==> src/hw/rtl/frq_pkg.sv <==
// ----------------------------------------------------------------------------
// Fixed-point requantizer package
// Shared widths, register indexes, configuration bundle and saturation helper.
// ----------------------------------------------------------------------------
package frq_pkg;

    // Accumulator bits that carry information; the rest of acc_value is ignored.
    localparam int ACC_WIDTH  = 32;
    localparam int ACC_PAD    = 32 - ACC_WIDTH;

    // Register stages from the input beat to the output register.
    localparam int NUM_STAGES = 6;

    localparam int MUL_WIDTH  = 31;
    localparam int SHF_WIDTH  = 6;
    localparam int CFG_WIDTH  = MUL_WIDTH;

    localparam logic [MUL_WIDTH-1:0] MUL_RESET = 31'h4000_0000;

    localparam logic signed [63:0] INT32_MAX_W = 64'sd2147483647;
    localparam logic signed [63:0] INT32_MIN_W = -64'sd2147483648;

    // Nudges of the rounding doubling high multiply.
    localparam logic signed [63:0] NUDGE_POS = 64'sd1073741824;
    localparam logic signed [63:0] NUDGE_NEG = 64'sd1 - 64'sd1073741824;

    typedef enum logic [1:0] {
        CFG_MULTIPLIER = 2'd0,
        CFG_EXP_SHIFT  = 2'd1,
        CFG_ROUND_MODE = 2'd2
    } cfg_idx_t;

    localparam logic MODE_SINGLE = 1'b0;
    localparam logic MODE_DOUBLE = 1'b1;

    typedef struct packed {
        logic [MUL_WIDTH-1:0] multiplier;
        logic [SHF_WIDTH-1:0] exponent_shift;
        logic                 rounding_mode;
    } cfg_t;

    typedef struct packed {
        logic signed [31:0] val;
        logic               clip;
    } sat_t;

    // Clamp a wide signed value to int32 and flag the clamp.
    function automatic sat_t sat_int32(input logic signed [63:0] v);
        sat_t r;
        if (v > INT32_MAX_W) begin
            r.val  = 32'sh7FFF_FFFF;
            r.clip = 1'b1;
        end
        else if (v < INT32_MIN_W) begin
            r.val  = 32'sh8000_0000;
            r.clip = 1'b1;
        end
        else begin
            r.val  = v[31:0];
            r.clip = 1'b0;
        end
        return r;
    endfunction

endpackage

==> src/hw/rtl/frq_cfg_regs.sv <==
// ----------------------------------------------------------------------------
// Requantizer configuration registers
// Write-only register file for multiplier, exponent shift and rounding mode.
// ----------------------------------------------------------------------------
module frq_cfg_regs
    import frq_pkg::*;
(
    input  logic                 clk,
    input  logic                 rst_n,
    input  logic                 cfg_we,
    input  logic [1:0]           cfg_index,
    input  logic [CFG_WIDTH-1:0] cfg_wdata,
    output cfg_t                 cfg
);

    logic [MUL_WIDTH-1:0] multiplier_reg;
    logic [SHF_WIDTH-1:0] shift_reg;
    logic                 mode_reg;

    always_ff @(posedge clk or negedge rst_n)
    begin
        if (!rst_n)
        begin
            multiplier_reg <= MUL_RESET;
            shift_reg      <= '0;
            mode_reg       <= MODE_DOUBLE;
        end
        else if (cfg_we)
        begin
            case (cfg_idx_t'(cfg_index))
                CFG_MULTIPLIER: multiplier_reg <= cfg_wdata[MUL_WIDTH-1:0];
                CFG_EXP_SHIFT:  shift_reg      <= cfg_wdata[SHF_WIDTH-1:0];
                CFG_ROUND_MODE: mode_reg       <= cfg_wdata[0];
                default:        ; // drop writes to unmapped indexes
            endcase
        end
    end

    assign cfg.multiplier     = multiplier_reg;
    assign cfg.exponent_shift = shift_reg;
    assign cfg.rounding_mode  = mode_reg;

endmodule

==> config.mk <==
export PLATFORM = sky130hd
export DESIGN_NAME = frq_cfg_regs
export DESIGN_NICKNAME = d
export VERILOG_FILES = /design/src/hw/rtl/frq_pkg.sv /design/src/hw/rtl/frq_cfg_regs.sv
export SDC_FILE = /design/constraint.sdc
export NUM_CORES = 1
export LEC_CHECK = 0
export BUFFER_PORTS_ARGS = -buffer_cell sky130_fd_sc_hd__buf_2
export CORE_ASPECT_RATIO = 0.6
export CORE_MARGIN = 2
export CORE_UTILIZATION = 44
export CTS_CLUSTER_SIZE = 8
export DETAILED_ROUTE_END_ITERATION = 8
export PLACE_DENSITY_LB_ADDON = 0.05
export SETUP_SLACK_MARGIN = 0.5
export SYNTH_ARGS = -nofsm -noshare
export SYNTH_HDL_FRONTEND = slang
export SYNTH_SLANG_ARGS = --single-unit
export TNS_END_PERCENT = 50
==> constraint.sdc <==
create_clock -name clk -period 1.1 [get_ports clk]
set_clock_uncertainty 0.15 [all_clocks]
set_input_delay 0.22 -clock clk [delete_from_list [all_inputs] [get_ports clk]]
set_output_delay 0.22 -clock clk [all_outputs]
set_load 0.01 [all_outputs]
==> impl_results.md, run 1 <==
- Pin count of the biggest net entering global routing: 22
- Buf/Inv on CP: 1
- Clock transition at path regs: around 0.07 ns
- Kind of end point of the critical path: output port
- Initial core utilization: 45.47%
- Worst-Skew Late Latency: between 0.2 and 0.3 ns
- DRC violations left: 0
- Crit path DAT: roughly 0.94 ns
- Worst VDD drop: 1.147 mV
- Final Util: between 60 and 70%
- Port bufs: 73
- Total CTS buffers: 5
- Share of cells above drive strength 1: slightly below 80%
- Final Wtd Congestion: 0.6286
- Worst Tran Pin Value: ~0.33 ns
- TritonCTS clock tree: done
- Setup violators final: about 70
- Power consumption: slightly below 4000 µW
- H-tree depth: 2
- Max Clk Rate: 761.4 MHz
- Num Clock Sinks: 38
- Largest register FFs: 31
- Syn Area/Cell: between 15 and 20 µm²
- Final wirelength: about 3.0 mm
- Crit path from: mode_reg
- DR iter-0 viols: 17
- Seq cells post-synth: 38
- Antenna Nets Post-Route: 0
- Reg2Reg Depth: 3
- CP peak stage delay: ~0.56 ns
- Synth Instances: a little over 80
- Fin. max-slew vios: 0
- Final period utilization: 119.4%
- Critical Path Fanout Max: 2
- CP Class: register to output port
- Status: finished with violations
- Warnings from Yosys: 0
- Antenna Cells: 0
- RSZ-0062 raised after global routing: yes
- Leakage: approximately 0.0011 µW
- Core area: between 0.003 and 0.004 mm²
- Vias per inst: ~4.7
- Routing usage on met1: between 20% and 30%
- Setup ws final: -0.2134 ns
- Layout Nets: ~220
- WHS: -0.3194 ns
- Failing checks: hold timing, setup timing
- Wire per inst: between 10 and 15 µm
- Critical Path Start Type: register
- Total grt overflow: 0
- HP Class: input pin to async pin
- Levels on crit path: 1
- Synth cell types: 8
- Die area: ~0.0038 mm²
- Ports: 74
- Final Hold Fails: 38
- Reg-to-Reg End: multiplier_reg[25]
- Crit path to: cfg[0]
- Crit-path leading delay family: flip-flops
- DRT Pass-1 Iters: 2
- Worst-path cell chain: buf_6
- Syn Std Cell Area: around 0.0015 mm²
- Reg2Reg Launch Point: multiplier_reg[25]
- Layout area overhead: 47.17%
- Die Y: ~49 µm
- Power per cell area: about 1800 mW/mm²
- Syn nets: approximately 120
- Seq/Total Area, Yosys: around two thirds
- First-pass GRT wire length: 4.899 mm
- CP max-delay cell: dfstp_2
- Max transition margin: between 70 and 80%
- Layout fillers: around 250
- Die X: slightly below 80 µm
- Antenna violations before repair: 0
- Vias: 1,047
- Placed Area: 0.001902 mm²
- Minimum clock period: about 1.3 ns
- Finished layout cell area: 0.002143 mm²
- CTS Buffer Depth: 2
- M2 GR Usage: between 20% and 30%
- GRT met3 Usage: under 10%
- Flop2flop setup slack: -0.06 ns
- Vias in the first global route: around 1,100
- Most crowded layer after global routing: met2
- Max Cap Viol: 0
- Root Driver: clkbuf_8
- Site Rows: 16
- Gr usage total: between 10% and 20%
- Worst Path Required: between 0.7 and 0.8 ns
==> Yosys cell counts <==
library cell  count  area, µm²
buf_4             1      7.510
buf_6             3      33.78
dfrtp_1          36      900.9
dfstp_2           2      52.55
mux2_1            2      22.52
mux2_2           36      405.4
nand3b_1          2      15.01
nor3b_4           1      18.77
==> layer usage <==
layer  part of all wire, %  vias up
li1                      -      484
met1                    43      515
met2                    48       43
met3                   8.6        5
met4                  0.78        0
met5                     0        -
==> cells by family after synthesis <==
group | synth area share, %
AND/OR/NAND/NOR | 2.319
multiplexers | 29.38
buffers and inverters | 2.835
flip-flops | 65.46
==> worst min path at each step <==
stage	startpoint	endpoint	slack, ns	cells after the start
after floorplan	rst_n	multiplier_reg[0]	-0.23	0
after global placement	rst_n	multiplier_reg[27]	-0.008	1
after detailed placement	rst_n	multiplier_reg[0]	-0.01	1
after CTS	rst_n	multiplier_reg[26]	-0.32	1
after global routing	rst_n	multiplier_reg[27]	-0.31	1
final	rst_n	multiplier_reg[26]	-0.32	1
==> layout make-up <==
class / instances / area [µm²] / area share [%]
multi-input combinational: 41 / 461.7 / 21.54
clock inverter: 3 / 45.04 / 2.102
sequential: 38 / 953.4 / 44.48
clock buffer: 5 / 68.82 / 3.211
tap: 45 / 56.30 / 2.627
timing repair buffer: 93 / 558.0 / 26.04
==> power by group <==
group | internal (µW) | switching [µW]
clock network | 674 | 476
registers | 1670 | 130
logic | 576 | 399
total | 2920 | 1000
==> what timing repair did <==
action,4_1_cts,5_1_grt
pin swaps,1,0
setup buffers,7,6
hold endpoints to repair,38,11
setup endpoints to repair,76,76
gates resized for setup,5,1
==> through the flow <==
step / TNS [ns] / worst slack [ns] / instances
4_1_cts: -3.874 / -0.2287 / 219
2_1_floorplan: -4.883 / -0.1646 / 83
3_3_place_gp: -11.05 / -0.3269 / 204
3_5_place_dp: -12.18 / -0.3701 / 204
6_report: -3.720 / -0.2134 / 225
5_1_grt: -5.863 / -0.2540 / 225
==> cells in the final DEF, fill, tap and decap left out, drive strengths merged <==
cell type	count
buf	93
bufinv	1
clkbuf	5
clkinvlp	2
dfrtp	36
dfstp	2
mux2	38
nand3b	2
nor3b	1
Note: power is estimated with default switching activity, not from simulation.
==> inputs of run 2 (changes only) <==
==> constraint.sdc (replaced) <==
create_clock -name clk -period 1.1 [get_ports clk]
set_clock_uncertainty 0.15 [all_clocks]
set_input_delay 0.055 -clock clk [delete_from_list [all_inputs] [get_ports clk]]
set_output_delay 0.055 -clock clk [all_outputs]
set_load 0.01 [all_outputs]
==> impl_results.md, run 2 (synthesis gave the netlist of run 1 again) <==
- Antenna Nets Post-Route: 0
- Most frequent cells in the layout: buf_2 (65), mux2_4 (37), dfrtp_1 (36)
- Fin. max-slew vios: 0
- Wire per inst: between 10 and 15 µm
- Layout Nets: ~210
- Power per cell area: roughly 1700 mW/mm²
- Worst-path cell chain: buf_6
- Leakage: between 0.001 and 0.0015 µW
- Largest register FFs: 31
- Vias per inst: around 4.7
- Critical Path Fanout Max: 2
- Layout fillers: about 220
- Final std cells w/o fill: about 220
- Crit path DAT: between 0.9 and 1 ns
- Crit-path leading delay family: flip-flops
- Root Driver: clkbuf_8
- Reg2Reg Launch Point: multiplier_reg[10]
- Max Clk Rate: ~890 MHz
- Site Rows: 16
- Antenna violations before repair: 0
- Final Hold Fails: between 70 and 80
- First-pass GRT wire length: 4.968 mm
- Worst Tran Pin Value: ~0.18 ns
- Core area: 0.003203 mm²
- RSZ-0062 raised after global routing: yes
- Critical Path Start Type: register
- Kind of end point of the critical path: output port
- CP max-delay cell: dfstp_2
- CP peak stage delay: around 0.55 ns
- CTS Buffer Depth: 2
- Share of cells above drive strength 1: roughly four fifths
- DRC violations left: 0
- Failing checks: hold timing, setup timing
- Setup violators final: 2
- Die X: between 70 and 80 µm
- Worst VDD drop: 1.064 mV
- Clock transition at path regs: roughly 0.070 ns
- Buf/Inv on CP: 1
- Pin count of the biggest net entering global routing: 22
- Total grt overflow: 0
- Flop2flop setup slack: ~0.15 ns
- Vias: between 1,000 and 1,500
- Final Wtd Congestion: 0.6169
- H-tree depth: 2
- Pre-CTS WS: -0.2060 ns
- Minimum clock period: between 1 and 1.5 ns
- Total CTS buffers: 5
- Max Cap Viol: 0
- Antenna Cells: 0
- Max transition margin: between 80% and 90%
- TritonCTS clock tree: done
- Setup ws final: -0.02958 ns
- HP Class: input pin to async pin
- Ports: 74
- # placed instances: 206
- DP HPWL: between 2 and 2.5 mm
- Hold-fix buffers, CTS: 1
- DR iter-0 viols: 29
- Reg-to-Reg End: multiplier_reg[10]
- Final period utilization: 102.7%
- CP Class: register to output port
- Reg2Reg Depth: 1
- Worst Path Required: a little under 0.9 ns
- DRT Pass-1 Iters: 4
- Port bufs: 73
- Vias in the first global route: between 1,000 and 1,500
- Final wirelength: 3.237 mm
- Worst-Skew Late Latency: 0.28 ns
- Gr usage total: ~18%
- Die Y: between 40 and 50 µm
- Final Util: 71.64%
- Num Clock Sinks: 38
- Initial core utilization: a little under half
- Die area: between 0.003 and 0.004 mm²
- Most common cell after layout, fill and taps aside: buf_2
- Layout area overhead: 57.56%
- WHS: -0.4901 ns
- Status: finished with violations
==> run 2: stage by stage <==
stage               setup TNS (ns)  power (µW)  cell area, µm²
detailed placement          -5.501        2652            1904
floorplan                        0        2231            1456
finish                    -0.04234        3870            2295
CTS                       -0.07982        3844            2193
global route               -0.1135        4076            2295
global placement            -4.423        2618            1904
==> run 2: how the worst max path moves through the flow <==
| stage | start | to | slack (ns) | cells past startpoint |
|---|---|---|---|---|
| 2_1_floorplan | cfg_index[1] | multiplier_reg[0] | 0.0004 | 3 |
| 3_3_place_gp | cfg_index[1] | multiplier_reg[17] | -0.16 | 4 |
| 3_5_place_dp | cfg_index[1] | multiplier_reg[17] | -0.21 | 4 |
| 4_1_cts | mode_reg | cfg[0] | -0.05 | 1 |
| 5_1_grt | mode_reg | cfg[0] | -0.07 | 1 |
| 6_report | mode_reg | cfg[0] | -0.03 | 1 |
==> run 2: final cells by class <==
cell class              instances  area [µm²]  area share (%)
clock inverters                 2       12.51          0.5453
repair buffers                 86       589.3           25.68
clock buffers                   6       82.58           3.599
multi-input cells              41       600.6           26.17
well taps                      45       56.30           2.454
flip-flops and latches         38       953.4           41.55
==> run 2: routing by layer <==
metal | track usage, % | part of all wire, % | vias up | wire, µm
met5 | 0 | 0 | - | 0
met1 | 24.38 | 46 | 512 | 1478
met2 | 23.85 | 44 | 41 | 1433
met4 | 9.649 | 2.4 | 0 | 79
li1 | - | - | 467 | -
met3 | 7.090 | 7.6 | 9 | 246
==> run 2: where the power goes <==
part           switching [µW]  leakage (µW)  internal [µW]  total, µW
clock                     464     0.0000472            503        967
combinational             405      0.000685            679       1080
sequential                146      0.000447           1670       1820
total                    1010       0.00118           2850       3870
==> run 2: what timing repair did <==
action | 4_1_cts | 5_1_grt
resized for setup | 47 | 17
hold endpoints to repair | 76 | 76
pin swaps | 1 | 1
gates cloned | 0 | 2
endpoints found under the setup margin | 76 | 111
setup buffers | 0 | 1
==> inputs of run 3 (changes only) <==
--- a/config.mk
+++ b/config.mk
@@ -6,9 +6,11 @@
 export NUM_CORES = 1
 export LEC_CHECK = 0
 export BUFFER_PORTS_ARGS = -buffer_cell sky130_fd_sc_hd__buf_2
+export CELL_PAD_IN_SITES_DETAIL_PLACEMENT = 1
+export CELL_PAD_IN_SITES_GLOBAL_PLACEMENT = 1
 export CORE_ASPECT_RATIO = 0.6
 export CORE_MARGIN = 2
-export CORE_UTILIZATION = 44
+export CORE_UTILIZATION = 35
 export CTS_CLUSTER_SIZE = 8
 export DETAILED_ROUTE_END_ITERATION = 8
 export PLACE_DENSITY_LB_ADDON = 0.05
@@ -16,4 +18,4 @@
 export SYNTH_ARGS = -nofsm -noshare
 export SYNTH_HDL_FRONTEND = slang
 export SYNTH_SLANG_ARGS = --single-unit
-export TNS_END_PERCENT = 50
+export TNS_END_PERCENT = 20
==> impl_results.md, run 3 (synthesis gave the netlist of run 1 again) <==
- Die area: around 0.0047 mm²
- # placed instances: 208
- Die X: roughly 87 µm
- Num Clock Sinks: 38
- Total CTS buffers: 5
- Site Rows: 18
- Vias per inst: between 4 and 5
- Fin. max-slew vios: 0
- Vias in the first global route: between 1,000 and 1,500
- Setup violators final: 2
- Antenna Nets Post-Route: 0
- Pin count of the biggest net entering global routing: 39
- Reg area: 953.4 µm²
- Layout area overhead: 58.42%
- Total grt overflow: 0
- Critical Path Fanout Max: 2
- CP max-delay cell: dfstp_2
- First-pass GRT wire length: approximately 5.6 mm
- Critical Path Start Type: register
- Net switching power: 1040 µW
- Status: finished with violations
- Root Driver: clkbuf_8
- Setup ws final: -0.02993 ns
- Net Sw Frac: a little over a quarter
- Most frequent cells in the layout: buf_2 (63), mux2_4 (36), dfrtp_1 (36)
- Max Clk Rate: 885.0 MHz
- Largest register FFs: 31
- Most common cell after layout, fill and taps aside: buf_2
- TritonCTS clock tree: done
- Gr usage total: between 10% and 20%
- Antenna Cells: 0
- Failing checks: hold timing, setup timing
- Initial core utilization: ~36%
- DRC violations left: 0
- CP Class: register to output port
- Final Wtd Congestion: a little under 0.7
- H-tree depth: 2
- Die Y: ~54 µm
- Worst-Skew Late Latency: between 0.2 and 0.3 ns
- Power consumption: 3899 µW
- Comb power frac: about 28%
- DP HPWL: between 2 and 2.5 mm
- Worst-path cell chain: buf_6
- HP Class: input pin to async pin
- Antenna violations before repair: 0
- Layout Nets: 206
- CTS Buffer Depth: 2
- Worst Tran Pin Value: approximately 0.21 ns
- Ports: 74
- Buf/Inv on CP: 1
- Worst VDD drop: about 0.8 mV
- Layout fillers: just over 400
- Clock share of power: 24.7%
- CP peak stage delay: between 0.5 and 0.6 ns
- Max Cap Viol: 0
- Area occupied by multi-input gates: roughly 600 µm²
- Leakage: approximately 0.0012 µW
- WHS: -0.4287 ns
- Final std cells w/o fill: 220
- Sequential share of power: 46.9%
- Share of cells above drive strength 1: 77.06%
- Final period utilization: 102.7%
- DRT Pass-1 Iters: 3
- Port bufs: between 70 and 80
- Minimum clock period: 1.130 ns
- Worst Path Required: 0.89 ns
- Vias: about 1,000
- Final Hold Fails: between 70 and 80
- Core area: ~0.0041 mm²
- Power per cell area: 1690 mW/mm²
- Final wirelength: ~3.8 mm
- DR iter-0 viols: 25
- P_int: roughly 2900 µW
- Max transition margin: between 80% and 90%
- Crit path DAT: approximately 0.9 ns
- Kind of end point of the critical path: output port
- RSZ-0062 raised after global routing: yes
- Crit-path leading delay family: flip-flops
- Clock transition at path regs: approximately 0.070 ns
- Wire per inst: between 15 and 20 µm
==> run 3: cell types whose count changed in the layout (fill, tap and decap cells not counted), sizes merged <==
cell      delta
buf          -2
clkbuf       +1
clkinv       -1
clkinvlp     -1
==> run 3: area by class of cell <==
class                           instances  area share (%)
Timing Repair Buffer                   84           26.36
Tap cell                               50           2.712
Clock buffer                            7           3.742
Sequential cell                        38           41.32
Multi-Input combinational cell         41           25.87
==> run 3: per-layer routing <==
| metal | track usage (%) | up-vias | wire, µm |
|---|---|---|---|
| li1 | - | 463 | - |
| met1 | 20.83 | 515 | 1643 |
| met2 | 26.52 | 40 | 1866 |
| met3 | 5.675 | 5 | 256 |
| met4 | 5.385 | 0 | 30 |
| met5 | 0 | - | 0 |
==> run 3: metrics by stage <==
stage                     utilization (%)  TNS (ns)  worst slack, ns  cell area (µm²)  hold WS [ns]
final                               56.91  -0.05496         -0.02993             2307       -0.4287
after global routing                56.91   -0.1210         -0.06426             2307       -0.4221
after CTS                           54.14  -0.07114         -0.03597             2195       -0.4218
after detailed placement            47.19    -6.444          -0.2112             1913       -0.1126
after global placement              47.19    -4.978          -0.1538             1913       -0.1174
after floorplan                         -         0        0.0004059             1456       -0.3906
==> run 3: path summary, 6_finish.rpt <==
check                                     end  slack (ns)                from  cells past startpoint
setup / recovery                       cfg[0]       -0.03            mode_reg                      1
hold / removal             multiplier_reg[12]       -0.43               rst_n                      2
setup reg to reg            multiplier_reg[9]        0.16   multiplier_reg[9]                      1
hold reg to reg            multiplier_reg[27]        0.36  multiplier_reg[27]                      1
max in group asynchronous  multiplier_reg[30]        0.97               rst_n                      2
min in group clk           multiplier_reg[17]       -0.15       cfg_wdata[17]                      2
==> run 3: power groups by stage <==
stage                     Clock [µW]  Combinational (µW)  Sequential (µW)
after floorplan                    0                 284             1950
after global placement             0                 816             1800
after detailed placement           0                 847             1820
after CTS                        980                1020             1810
after global routing            1070                1190             1870
final                            963                1110             1830
==> run 3: repair_timing <==
item,4_1_cts,5_1_grt
endpoints found under the hold margin,76,76
gates resized for setup,33,21
setup buffers,1,1
cloned,2,1
pin swaps,1,1
endpoints found under the setup margin,76,76
